[src/rtl/dget_pkg.sv]
// ----------------------------------------------------------------------------
// dget_pkg: shared types and constants of the directed graph edge table
// Table size, field widths, action and status codes, and the request,
// result and controller/datapath interface structs.
// ----------------------------------------------------------------------------
`default_nettype none

package dget_pkg;

    localparam int MAX_VERTICES = 16;
    localparam int SLOT_W       = $clog2(MAX_VERTICES);
    localparam int CNT_W        = $clog2(MAX_VERTICES + 1);
    localparam int KEY_W        = 32;

    // action codes
    localparam logic [1:0] ACT_ADD_VERTEX  = 2'd0;
    localparam logic [1:0] ACT_ADD_EDGE    = 2'd1;
    localparam logic [1:0] ACT_REMOVE_EDGE = 2'd2;

    // status codes
    localparam logic [2:0] ST_OK           = 3'd0;
    localparam logic [2:0] ST_FULL         = 3'd1;
    localparam logic [2:0] ST_DUP_VERTEX   = 3'd2;
    localparam logic [2:0] ST_NO_ORIGIN    = 3'd3;
    localparam logic [2:0] ST_NO_DEST      = 3'd4;
    localparam logic [2:0] ST_DUP_EDGE     = 3'd5;
    localparam logic [2:0] ST_EDGE_MISSING = 3'd6;

    typedef struct packed {
        logic [1:0]              action;
        logic signed [KEY_W-1:0] first_key;
        logic signed [KEY_W-1:0] second_key;
    } request_t;

    typedef struct packed {
        logic [2:0]  status;
        logic [4:0]  vertices_held;
        logic [3:0]  origin_slot;
        logic [15:0] origin_row;
    } result_t;

    // controller to datapath
    typedef struct packed {
        logic       load;        // latch a new request
        logic       scan_clr;    // restart the key scan at slot 0
        logic       scan_en;     // scan is running
        logic       key_sel;     // 0 compare first_key, 1 second_key
        logic       set_origin;  // take the matching slot as origin
        logic       set_new;     // store first_key at the next free slot
        logic       set_dest;    // take the matching slot as destination
        logic       edge_set;
        logic       edge_clr;
        logic       status_we;
        logic [2:0] status_code;
        logic       emit;        // register the result and strobe it
    } cmd_t;

    // datapath to controller
    typedef struct packed {
        logic [1:0] action;
        logic       full;
        logic       hit;
        logic       scan_end;
        logic       edge_bit;
    } stat_t;

endpackage

`default_nettype wire

[src/rtl/directed_graph_edge_table.sv]
// ----------------------------------------------------------------------------
// directed_graph_edge_table: directed graph kept as key table and bit matrix
// Adds vertices, adds and removes edges, and reports a status, the vertex count
// and the origin vertex's slot and adjacency row for every request.
// ----------------------------------------------------------------------------
// Usage:
//   A request (action, first_key, second_key) is taken at a rising edge with
//   start high and busy low. busy stays high until the request is finished.
//   Exactly one result per request appears on result for one cycle with done
//   high; the receiver cannot stall, so sample result whenever done is high.
// Timing:
//   The key table is scanned one slot per cycle through the key memory's
//   registered read port, stopping at the first match. done is high in the
//   first cycle that busy is low, and a new request may be taken at the edge
//   that ends that cycle.
// Reset:
//   rst_n clears the vertex count and the whole adjacency matrix at once;
//   no clearing pass. Key slots above the count are never read.
// ----------------------------------------------------------------------------
`default_nettype none

module directed_graph_edge_table (
    input  wire logic               clk,
    input  wire logic               rst_n,
    input  wire logic               start,
    input  wire dget_pkg::request_t request,
    output logic                    busy,
    output logic                    done,
    output dget_pkg::result_t       result
);

    // command and status links between sequencer and datapath
    dget_pkg::cmd_t  cmd;
    dget_pkg::stat_t stat;

    // sequencer: decides each step, holds nothing but its state
    dget_ctrl u_ctrl (
        .clk   (clk),
        .rst_n (rst_n),
        .start (start),
        .stat  (stat),
        .cmd   (cmd),
        .busy  (busy)
    );

    // datapath: request hold, key scan, matrix and result register
    dget_dpath u_dpath (
        .clk     (clk),
        .rst_n   (rst_n),
        .request (request),
        .cmd     (cmd),
        .stat    (stat),
        .result  (result),
        .done    (done)
    );

endmodule

`default_nettype wire

[src/rtl/dget_dpath.sv]
// ----------------------------------------------------------------------------
// dget_dpath: key store, adjacency matrix and result register
// Holds the request, scans the key memory one slot per cycle, updates the
// adjacency matrix and registers the result.
// ----------------------------------------------------------------------------
`default_nettype none

module dget_dpath (
    input  wire logic              clk,
    input  wire logic              rst_n,
    input  wire dget_pkg::request_t request,
    input  wire dget_pkg::cmd_t    cmd,
    output dget_pkg::stat_t        stat,
    output dget_pkg::result_t      result,
    output logic                   done
);

    localparam int NV = dget_pkg::MAX_VERTICES;
    localparam int SW = dget_pkg::SLOT_W;
    localparam int CW = dget_pkg::CNT_W;

    dget_pkg::request_t     req_reg;
    logic [CW-1:0]          count_reg;
    logic [CW-1:0]          scan_reg;
    logic [SW-1:0]          cmp_slot_reg;
    logic                   cmp_pend_reg;
    logic [SW-1:0]          slot_reg;
    logic                   slot_valid_reg;
    logic [SW-1:0]          dest_reg;
    logic [2:0]             status_reg;
    logic [NV-1:0]          adj_reg [NV];
    logic [dget_pkg::KEY_W-1:0] key_mem [NV];
    logic [dget_pkg::KEY_W-1:0] rdata_reg;
    dget_pkg::result_t      result_reg;
    logic                   done_reg;

    logic [dget_pkg::KEY_W-1:0] key;
    logic                   hit;
    logic                   scan_end;
    logic                   step;
    logic [SW-1:0]          new_slot;

    assign key      = cmd.key_sel ? req_reg.second_key : req_reg.first_key;
    assign hit      = cmp_pend_reg && (rdata_reg == key);
    assign scan_end = (scan_reg >= count_reg);
    assign step     = cmd.scan_en && !cmd.scan_clr && !hit && !scan_end;
    assign new_slot = count_reg[SW-1:0];

    assign stat.action   = req_reg.action;
    assign stat.full     = (count_reg == CW'(NV));
    assign stat.hit      = hit;
    assign stat.scan_end = scan_end;
    assign stat.edge_bit = adj_reg[slot_reg][dest_reg];

    assign result = result_reg;
    assign done   = done_reg;

    // key memory: one write, one registered read per cycle
    always_ff @(posedge clk)
    begin
        if (cmd.set_new)
        begin
            key_mem[new_slot] <= req_reg.first_key;
        end
        rdata_reg <= key_mem[scan_reg[SW-1:0]];
    end

    // payload registers
    always_ff @(posedge clk)
    begin
        if (cmd.load)
        begin
            req_reg <= request;
        end
        if (step)
        begin
            cmp_slot_reg <= scan_reg[SW-1:0];
        end
        if (cmd.set_origin)
        begin
            slot_reg <= cmp_slot_reg;
        end
        else if (cmd.set_new)
        begin
            slot_reg <= new_slot;
        end
        if (cmd.set_dest)
        begin
            dest_reg <= cmp_slot_reg;
        end
        if (cmd.load)
        begin
            status_reg <= dget_pkg::ST_OK;
        end
        else if (cmd.status_we)
        begin
            status_reg <= cmd.status_code;
        end
        if (cmd.emit)
        begin
            result_reg.status        <= status_reg;
            result_reg.vertices_held <= 5'(count_reg);
            result_reg.origin_slot   <= slot_valid_reg ? 4'(slot_reg) : 4'd0;
            result_reg.origin_row    <= slot_valid_reg ? 16'(adj_reg[slot_reg]) : 16'd0;
        end
    end

    // control registers
    always_ff @(posedge clk or negedge rst_n)
    begin
        if (!rst_n)
        begin
            count_reg      <= '0;
            scan_reg       <= '0;
            cmp_pend_reg   <= 1'b0;
            slot_valid_reg <= 1'b0;
            done_reg       <= 1'b0;
            for (int i = 0; i < NV; i++)
            begin
                adj_reg[i] <= '0;
            end
        end
        else
        begin
            done_reg <= cmd.emit;
            if (cmd.scan_clr)
            begin
                scan_reg     <= '0;
                cmp_pend_reg <= 1'b0;
            end
            else
            begin
                cmp_pend_reg <= step;
                if (step)
                begin
                    scan_reg <= scan_reg + CW'(1);
                end
            end
            if (cmd.load)
            begin
                slot_valid_reg <= 1'b0;
            end
            else if (cmd.set_origin || cmd.set_new)
            begin
                slot_valid_reg <= 1'b1;
            end
            if (cmd.set_new)
            begin
                count_reg <= count_reg + CW'(1);
            end
            if (cmd.edge_set)
            begin
                adj_reg[slot_reg][dest_reg] <= 1'b1;
            end
            else if (cmd.edge_clr)
            begin
                adj_reg[slot_reg][dest_reg] <= 1'b0;
            end
        end
    end

`ifndef SYNTHESIS
    a_count_bound: assert property (@(posedge clk) disable iff (!rst_n)
        count_reg <= CW'(NV))
        else $error("vertex count beyond table size");

    a_count_step: assert property (@(posedge clk) disable iff (!rst_n)
        (count_reg != $past(count_reg)) |-> (count_reg == $past(count_reg) + CW'(1)))
        else $error("vertex count moved by other than one");

    a_edge_written: assert property (@(posedge clk) disable iff (!rst_n)
        cmd.edge_set |=> adj_reg[$past(slot_reg)][$past(dest_reg)])
        else $error("edge bit not set after add edge");

    a_no_origin_zero: assert property (@(posedge clk) disable iff (!rst_n)
        (done_reg && (result_reg.status == dget_pkg::ST_NO_ORIGIN
                      || result_reg.status == dget_pkg::ST_FULL))
        |-> (result_reg.origin_slot == 4'd0 && result_reg.origin_row == 16'd0))
        else $error("nonzero slot or row reported without an origin");
`endif

endmodule

`default_nettype wire

[src/rtl/dget_ctrl.sv]
// ----------------------------------------------------------------------------
// dget_ctrl: sequencer of the directed graph edge table
// Walks each request through dispatch and, as its action and outcome need,
// origin scan, destination scan and matrix update, then result emission.
// ----------------------------------------------------------------------------
`default_nettype none

module dget_ctrl (
    input  wire logic           clk,
    input  wire logic           rst_n,
    input  wire logic           start,
    input  wire dget_pkg::stat_t stat,
    output dget_pkg::cmd_t      cmd,
    output logic                busy
);

    typedef enum logic [5:0] {
        S_IDLE     = 6'b000001,
        S_DISPATCH = 6'b000010,
        S_SCAN_A   = 6'b000100,
        S_SCAN_B   = 6'b001000,
        S_EDGE     = 6'b010000,
        S_EMIT     = 6'b100000
    } state_t;

    state_t state_reg;
    state_t state_next;

    assign busy = (state_reg != S_IDLE);

    always_comb
    begin
        state_next = state_reg;
        cmd        = '0;
        case (state_reg)
            S_IDLE:
            begin
                if (start)
                begin
                    cmd.load   = 1'b1;
                    state_next = S_DISPATCH;
                end
            end
            S_DISPATCH:
            begin
                case (stat.action)
                    dget_pkg::ACT_ADD_VERTEX:
                    begin
                        if (stat.full)
                        begin
                            cmd.status_we   = 1'b1;
                            cmd.status_code = dget_pkg::ST_FULL;
                            state_next      = S_EMIT;
                        end
                        else
                        begin
                            cmd.scan_clr = 1'b1;
                            state_next   = S_SCAN_A;
                        end
                    end
                    dget_pkg::ACT_ADD_EDGE,
                    dget_pkg::ACT_REMOVE_EDGE:
                    begin
                        cmd.scan_clr = 1'b1;
                        state_next   = S_SCAN_A;
                    end
                    default:
                    begin
                        state_next = S_EMIT;
                    end
                endcase
            end
            S_SCAN_A:
            begin
                cmd.scan_en = 1'b1;
                if (stat.hit)
                begin
                    cmd.set_origin = 1'b1;
                    if (stat.action == dget_pkg::ACT_ADD_VERTEX)
                    begin
                        cmd.status_we   = 1'b1;
                        cmd.status_code = dget_pkg::ST_DUP_VERTEX;
                        state_next      = S_EMIT;
                    end
                    else
                    begin
                        cmd.scan_clr = 1'b1;
                        state_next   = S_SCAN_B;
                    end
                end
                else if (stat.scan_end)
                begin
                    if (stat.action == dget_pkg::ACT_ADD_VERTEX)
                    begin
                        cmd.set_new = 1'b1;
                    end
                    else
                    begin
                        cmd.status_we   = 1'b1;
                        cmd.status_code = dget_pkg::ST_NO_ORIGIN;
                    end
                    state_next = S_EMIT;
                end
            end
            S_SCAN_B:
            begin
                cmd.scan_en = 1'b1;
                cmd.key_sel = 1'b1;
                if (stat.hit)
                begin
                    cmd.set_dest = 1'b1;
                    state_next   = S_EDGE;
                end
                else if (stat.scan_end)
                begin
                    cmd.status_we   = 1'b1;
                    cmd.status_code = dget_pkg::ST_NO_DEST;
                    state_next      = S_EMIT;
                end
            end
            S_EDGE:
            begin
                if (stat.action == dget_pkg::ACT_ADD_EDGE)
                begin
                    if (stat.edge_bit)
                    begin
                        cmd.status_we   = 1'b1;
                        cmd.status_code = dget_pkg::ST_DUP_EDGE;
                    end
                    else
                    begin
                        cmd.edge_set = 1'b1;
                    end
                end
                else
                begin
                    if (stat.edge_bit)
                    begin
                        cmd.edge_clr = 1'b1;
                    end
                    else
                    begin
                        cmd.status_we   = 1'b1;
                        cmd.status_code = dget_pkg::ST_EDGE_MISSING;
                    end
                end
                state_next = S_EMIT;
            end
            S_EMIT:
            begin
                cmd.emit   = 1'b1;
                state_next = S_IDLE;
            end
            default:
            begin
                state_next = S_IDLE;
            end
        endcase
    end

    always_ff @(posedge clk or negedge rst_n)
    begin
        if (!rst_n)
        begin
            state_reg <= S_IDLE;
        end
        else
        begin
            state_reg <= state_next;
        end
    end

endmodule

`default_nettype wire
[config.mk]
export PLATFORM = sky130hd
export DESIGN_NAME = directed_graph_edge_table
export DESIGN_NICKNAME = d
export VERILOG_FILES = /design/src/rtl/dget_pkg.sv /design/src/rtl/directed_graph_edge_table.sv /design/src/rtl/dget_dpath.sv /design/src/rtl/dget_ctrl.sv
export SDC_FILE = /design/constraint.sdc
export NUM_CORES = 1
export LEC_CHECK = 0
export BUFFER_PORTS_ARGS = -buffer_cell sky130_fd_sc_hd__buf_2
export CAP_MARGIN = 20
export CORE_ASPECT_RATIO = 0.7
export CORE_MARGIN = 1
export CORE_UTILIZATION = 48
export DETAILED_ROUTE_END_ITERATION = 10
export SLEW_MARGIN = 25
export SYNTH_ARGS = -nofsm -noshare
export SYNTH_HDL_FRONTEND = slang
export SYNTH_HIERARCHICAL = 1
export SYNTH_SLANG_ARGS = --single-unit
[constraint.sdc]
create_clock -name clk -period 7.4 [get_ports clk]
set_clock_uncertainty 0.05 [all_clocks]
set_input_delay 1.11 -clock clk [delete_from_list [all_inputs] [get_ports clk]]
set_output_delay 1.11 -clock clk [all_outputs]
set_load 0.01 [all_outputs]
Word level (Yosys, flattened, before mapping)
Memory sizes are Yosys's and may differ from the RTL's. A register that Yosys moved wholly into a read port is not among the register bits.
Index checks and enable logic that the tools add are counted.
{ "word_totals": {"elab_cells": 136, "reg_bits": 384, "memories": 1, "ram_bits": 512} }
{ "memory_table": {"columns": ["memory", "depth", "word_bits", "read_ports", "rd_ports_with_merged_regs", "wr", "line", "text"], "rows": [
  ["u_dpath.key_mem", 16, 32, 1, 1, 1, "dget_dpath.sv:32", "logic [dget_pkg::KEY_W-1:0] key_mem [NV];"]
]} }
{ "op_classes": {"add_sub_neg": 2, "reduce_logical": 17, "eq_ne": 12, "magnitude_cmp": 5, "bitwise_logic": 4, "n_mux": 62} }
{ "op_table": {"columns": ["cell", "n"], "rows": [
  ["$mux 256", 2],
  ["$and 256x256->256", 1],
  ["$not 256->256", 1],
  ["$or 256x256->256", 1],
  ["$bmux 16 s4", 1],
  ["$demux 16 s4", 1],
  ["$mux 4", 13],
  ["$mux 16", 3],
  ["$mux 6", 6],
  ["$eq 32x32->1", 1],
  ["$mux 32", 1],
  ["$pmux 6 s5", 1],
  ["$mux 1", 24],
  ["$pmux 4 s4", 1],
  ["$pmux 6 s2", 1],
  ["$add 5x1->5 const B", 2],
  ["$mux 5", 2],
  ["$reduce_bool 2->1", 4],
  ["$eq 6x1->1 const B", 1],
  ["$eq 6x2->1 const B", 1],
  ["$eq 6x3->1 const B", 1],
  ["$eq 6x4->1 const B", 1],
  ["$eq 6x5->1 const B", 1],
  ["$eq 6x6->1 const B", 1],
  ["20 further kinds", 30]
]} }

Longest topological paths before layout
Gate-level depths: netlist (run 1).
{ "depth": {"ltp_word": 13, "mapped_depth": 20} }

Cells and area by module
Netlist (run 1), hierarchy kept.
{ "by_module_without_submodules": {"columns": ["module", "area_per_inst_um2", "n_inst", "cells_per_inst"], "rows": [
  ["dget_dpath", 37697.4, 1, 2144],
  ["dget_ctrl", 583.1, 1, 69]
]} }

Worst setup path after synthesis (run 1)
No wires, ideal clock.
{ "synth_timing": {"path_type": "reg-to-reg", "startpoint": "register u_ctrl.state_reg[1]", "endpoint": "memory u_dpath/key_mem[11][0] in the netlist's numbering (enable)", "path_slack_ns": 1.127, "t_arrival_ns": 5.755, "required_ns": 6.882, "stages_incl_launch_ff": 19, "path_cell_list": "dfrtp_1 or4_4 nor2_1 buf_6 buf_2 mux2i_1 xor2_1 nor4b_1 nand3_1 nor2_1 nand4_1 nor4_1 buf_4 clkbuf_1 or2b_1 nor3_1 clkbuf_1 nand2_1 nor3b_1"} }
{ "synth_lines": {"columns": ["item", "line", "text"], "rows": [
  ["start, declared", "dget_ctrl.sv:26", "state_t state_reg;"],
  ["start signal, assigned", "dget_ctrl.sv:169", "state_reg <= state_next;"],
  ["end, declared", "dget_dpath.sv:32", null]
]} }

==> impl_metrics.ini, run 1 <==
[logic_synthesis]
avgSynthCellArea_um2 = 17.3
synth_warnings = 6
synth_area_leaders = edfxtp_1 (48%), dfrtp_1 (18%), mux4_2 (13%)
synth_seq_cells = 928
synth_xor_area_share_pct = 0.824
synth.area.mux_share_pct = 21.7
syn-num-nets = 2300
synthSimpleGateAreaFrac_pct = 5.76
yosysMostFrequentCell = edfxtp_1
yosysUniqueCellTypes = 52
synth_flop_cell = edfxtp_1
syn_inst = 2213
synth_edf_count = 618
synth_compound_area_share_pct = 1.22
async_reset_ff_share_pct = 29.6
synth_top_family_by_area = multiplexers
yosys.area_share.adder_pct = 0.588
yosysSeqAreaShare_pct = 68.3
synth_top_cell_area_share_pct = 48.5
synth_area_um2 = 38300
synth_common_cells = edfxtp_1 (618), dfrtp_1 (274), mux2_2 (255)
yosysTopAreaCell = edfxtp_1

[worst_setup_path]
cp_common_cell = a22oi_1
worst_setup_path_start_kind = flop
worst_r2r_path_depth = 16
critPathKind = reg -> reg
crit_path_cell_trace = buf_12 -> mux4_2 -> a22oi_1 -> nand2_1 -> a22oi_1 -> nand3_1 -> a22oi_1 -> nand2_1 -> inv_1 -> ha_1 -> and2_4 -> nor2_1 -> nor3_1 -> nand3_1 -> nor2_1 -> mux2_2
critPathRequiredTime_ps = 7880
r2r_slack_ps = 1510
cpPeakStageDelay_ps = 600
critPathArrivalTime_ps = 6370
timing.rr.start = u_dpath/slot_reg[0]$_DFFE_PP_
end_kind = flop
crit_slowest_cell = nand3_1
crit_fanout = 79

[place]
post-place-ws_ps = 1580
place.port_buffers = 98
gp_congestion = 0.824
hpwl_um = 53200

[power]
vdd_drop_max_v = 0.000188
p_leak_nw = 15.3
power_density_nw_per_um2 = 254

[detailed_routing]
drt_iter0_drc = 1805
ant_nets = 0
viasPerCell = 5.82
wl_um = 89900
drc = 0
avgRoutedWirePerCell_um = 26.3
firstDrtPassIters = 5
vias = 19900

[cells_and_area]
fin_nets = 2377
drive_above_1_share_pct = 32.9
synthToLayoutAreaGrowth_pct = 12.0

[clock_tree]
cts_tree = built
cts_buffers = 91
post-cts-setup-buffer-count = 0
clk_path_buf_depth = 3
cts-hold-fix-buffers = 0
postCtsResizedCells = 0
clock_latency_ps = 660
cts_root_buf = clkbuf_16
clkSinkCount = 928
clkTransAtPathRegs_ps = 60
htreeDepth = 3

[global_route]
overflow = 0
grt_pass1_wl_um = 135000
antenna_found_initial = 2
grt_pass1_vias = 20400
grt_max_degree = 143
grtUsageTotal_pct = 22.7

[sta]
setup_viol = 0
fin_crit_ps = 5890
finalHoldViolCount = 0
rsz0062_at_grt = false
setup_slack_ps = 1510
worst_pin_slew_ps = 953
fmax_mhz = 170
relSlewSlack_pct = 36.5
fin_hold_ws_ps = 299
slew_violations = 0
layout_worst_path_cycle_share_pct = 79.6
tns_ps = 0

[floorplanning]
die-area_um2 = 80900
io_pins = 99
die_w_um = 340
die-height_um = 238
rows = 86
core-area_um2 = 78800
initial_core_util_pct = 48.6

[flow_run]
maxCapViolations = 0

[run_status]
outcome = completed

[min_path]
hp-class = in -> async
==> critical path, delay by kind of cell, from the launching register on <==
| family | cells | cell delay [ps] |
|---|---|---|
| muxes | 2 | 930 |
| AOI/OAI and AO/OA | 3 | 910 |
| adders and majority gates | 1 | 140 |
| and+or+nand+nor | 8 | 2650 |
| DFF | 1 | 370 |
| buffers and inverters | 2 | 600 |
==> placed cells by master, fill, tap and decap left out, types with 12 or more instances in the layout <==
| cell | netlist | routed |
|---|---|---|
| a22oi_1 | 38 | 38 |
| and2_1 | 27 | 23 |
| buf_2 | 7 | 97 |
| buf_4 | 5 | 20 |
| clkbuf_1 | 115 | 32 |
| clkbuf_16 | 0 | 91 |
| clkinv_2 | 0 | 18 |
| dfrtp_1 | 274 | 270 |
| dfxtp_1 | 35 | 35 |
| edfxtp_1 | 618 | 618 |
| ha_1 | 18 | 18 |
| inv_1 | 14 | 14 |
| mux2_2 | 255 | 255 |
| mux2i_1 | 36 | 36 |
| mux4_2 | 224 | 224 |
| nand2_1 | 130 | 130 |
| nand3_1 | 20 | 20 |
| nor2_1 | 233 | 229 |
| nor2b_1 | 12 | 12 |
| nor3_1 | 13 | 13 |
| xnor2_1 | 33 | 33 |
==> where the power goes <==
group | switching [mW] | total (mW) | leakage, nW | internal (mW)
sequential | 0.242 | 6.06 | 9.68 | 5.81
clock | 1.95 | 4.51 | 1.41 | 2.56
combinational | 0.230 | 0.345 | 4.21 | 0.115
==> per-layer routing <==
layer	GRT usage [%]	vias to the layer above	part of all wire, %
li1	-	8607	-
met1	36.0	10600	48
met2	31.8	595	43
met3	4.73	109	6.7
met4	5.81	0	1.9
met5	0	-	0
==> layout make-up <==
class	count	area [um2]
multi-input cells	1127	11600
repair buffers	128	865
clock inverters	35	352
diodes	1	2.50
inverters	14	52.6
clock buffers	133	2530
flip-flops and latches	928	26200
well taps	1056	1320
fillers	6181	35900
==> worst max-delay path by stage <==
stage	start	end	depth (start not counted)
after CTS	u_dpath/slot_reg[0]$_DFFE_PP_	flop	16
after floorplan	u_ctrl/state_reg[1]$_DFFE_PN0P_	u_dpath/key_mem[11][0]$_DFFE_PP_	18
after global routing	u_dpath/slot_reg[0]$_DFFE_PP_	flop	16
after global placement	u_ctrl/state_reg[1]$_DFFE_PN0P_	u_dpath/key_mem[15][9]$_DFFE_PP_	12
final	u_dpath/slot_reg[0]$_DFFE_PP_	flop	16
after detailed placement	u_dpath/slot_reg[0]$_DFFE_PP_	flop	16
==> through the flow <==
stage / util (%) / cell area (um2) / total power, mW / std cells
after global routing: 54.4 / 42900 / 11.3 / 3421
after floorplan: - / 38300 / 6.23 / 2213
after detailed placement: 50.7 / 39900 / 6.50 / 3252
after CTS: 54.4 / 42800 / 11.0 / 3420
final: 54.4 / 42900 / 10.9 / 3422
after global placement: 50.6 / 39800 / 6.48 / 3248
==> kinds of logic (layout without fill, tap and decap cells) <==
logic type,Yosys count,after routing
flip-flops,928,928
AO/OA/AOI/OAI,65,65
other,0,1
adder cells (fa/ha/maj),18,18
buffers and inverters,158,310
multiplexers,516,516
XOR/XNOR,36,36
AND/OR/NAND/NOR,492,492
Power figures use the tool's default switching activity.
==> run 2, diff against run 1 <==
==> constraint.sdc (replaced) <==
create_clock -name clk -period 5.8 [get_ports clk]
set_clock_uncertainty 0.05 [all_clocks]
set_input_delay 0.87 -clock clk [delete_from_list [all_inputs] [get_ports clk]]
set_output_delay 0.87 -clock clk [all_outputs]
set_load 0.01 [all_outputs]
==> run 2 against run 1 <==
  * Via count is 2.1% higher
  * Routed wire length up 2.8%
  * Critical path type unchanged
  * Highest routed layer unchanged
  * Register-to-register slack worse by 740 ps
  * Worst setup slack got worse by 740 ps
==> impl_metrics.ini, run 2 (synthesized netlist as in run 1, its figures left out) <==
[run_status]
outcome = completed

[cells_and_area]
layout_common_cells = edfxtp_1 (618), dfrtp_1 (270), mux2_2 (255), nor2_1 (230), mux4_2 (224)
mostFrequentLayoutCell = edfxtp_1
fill_cells = 6196
drive_above_1_share_pct = 33.2
fin_area_um2 = 43100
stdcell_count = 3439
regArea_um2 = 26200
fin_nets = 2394
multi_input_area_um2 = 11600
synthToLayoutAreaGrowth_pct = 12.7

[flow_run]
maxCapViolations = 0

[power]
vdd_drop_max_v = 0.000221
p_leak_nw = 15.5
power_density_nw_per_um2 = 323

[detailed_routing]
ant_nets = 0
avgRoutedWirePerCell_um = 26.8
drc = 0
vias = 20300
drt_iter0_drc = 1859
viasPerCell = 5.91
firstDrtPassIters = 5
wl_um = 92300

[min_path]
hp-class = in -> async

[sta]
worst_pin_slew_ps = 1170
fin_crit_ps = 5030
rsz0062_at_grt = false
fmax_mhz = 199
slew_violations = 0
setup_viol = 0
layout_worst_path_cycle_share_pct = 86.8
relSlewSlack_pct = 22.0
finalHoldViolCount = 0

[worst_setup_path]
worst_setup_path_start_kind = flop
critPathRequiredTime_ps = 6160
critPathKind = reg -> reg
end_kind = flop
critPathArrivalTime_ps = 5390
crit_fanout = 29

[clock_tree]
cts_tree = built
clock_latency_ps = 650
clkSinkCount = 928
post-cts-setup-buffer-count = 0
cts-hold-fix-buffers = 0
clk_path_buf_depth = 3
clkTransAtPathRegs_ps = 60
cts_root_buf = clkbuf_16
htreeDepth = 3
cts_buffers = 89
postCtsResizedCells = 0

[floorplanning]
rows = 86
core-area_um2 = 78800
initial_core_util_pct = 48.6
die-area_um2 = 80900
die-height_um = 238
io_pins = 99
die_w_um = 340

[global_route]
grt_max_degree = 257
antenna_found_initial = 0
grt_pass1_wl_um = 139000
grt_pass1_vias = 20800
overflow = 0
grtUsageTotal_pct = 23.4

[place]
gp_congestion = 0.810
dp.cells = 3271
hpwl_um = 53400
place.port_buffers = 98
placed_area_um2 = 40200
-- run 2: power breakdown --
group | leakage, nW | internal (mW) | switching [mW]
Sequential | 9.68 | 7.41 | 0.296
Clock | 1.42 | 3.28 | 2.50
Combinational | 4.35 | 0.152 | 0.305
-- run 2: critical path, cell delays in order (launching register included) --
cell and delay [ps]:
dfrtp_1 400, or4_4 590, nor2_4 150, buf_12 230, buf_4 230, mux2i_1 240, xor2_1 250, nor4b_1 290
nand3_1 120, nor2_1 110, nand4_1 120, nor4_2 500, or2b_1 320, nor3_1 110, nand2_1 110, nor2_1 70
and2_2 530, buf_4 330
-- run 2: per-layer routing --
metal / share of wire, % / vias to the layer above / GRT usage, %
li1: - / 8650 / -
met5: 0 / - / 0
met3: 6.5 / 112 / 4.00
met4: 1.7 / 0 / 5.06
met1: 48 / 10900 / 37.7
met2: 44 / 682 / 33.1
-- run 2: cell type report --
type	instances	area share (%)
tap	1056	3.06
clock inverter	39	0.911
sequential	928	60.6
multi-input combinational	1127	26.8
clock buffer	127	5.78
timing repair buffer	147	2.67
antenna	1	0.00580
inverter	14	0.122
-- run 2: path summary, 6_finish.rpt --
kind | depth (start not counted) | to | slack, ps | from
max | 17 | u_dpath/key_mem[14][17]$_DFFE_PP_ | 770 | u_ctrl/state_reg[1]$_DFFE_PN0P_
max in group asynchronous | 3 | u_dpath/scan_reg[0]$_DFFE_PN0P_ | 4350 | rst_n
min in group clk | 1 | u_dpath/req_reg[15]$_DFFE_PP_ | 340 | request[15]
min reg2reg | 0 | u_dpath/result[27]$_DFFE_PP_ | 390 | u_dpath/status_reg[2]$_SDFFE_PP0P_
max reg2reg | 17 | u_dpath/key_mem[14][17]$_DFFE_PP_ | 770 | u_ctrl/state_reg[1]$_DFFE_PN0P_
min | 1 | asynchronous set/reset pin | 60 | rst_n
-- run 2: through the flow --
step / setup WS (ps) / hold WS [ps] / TNS, ps / power, mW / util, %
after floorplan: -473 / 358 / -44870 / 7.95 / -
after global placement: 818 / 369 / 0 / 8.29 / 51.1
after detailed placement: 811 / 379 / 0 / 8.30 / 51.1
after CTS: 798 / 39.7 / 0 / 14.1 / 54.7
after global routing: 499 / 64.1 / 0 / 14.4 / 54.8
final: 768 / 64.4 / 0 / 13.9 / 54.8
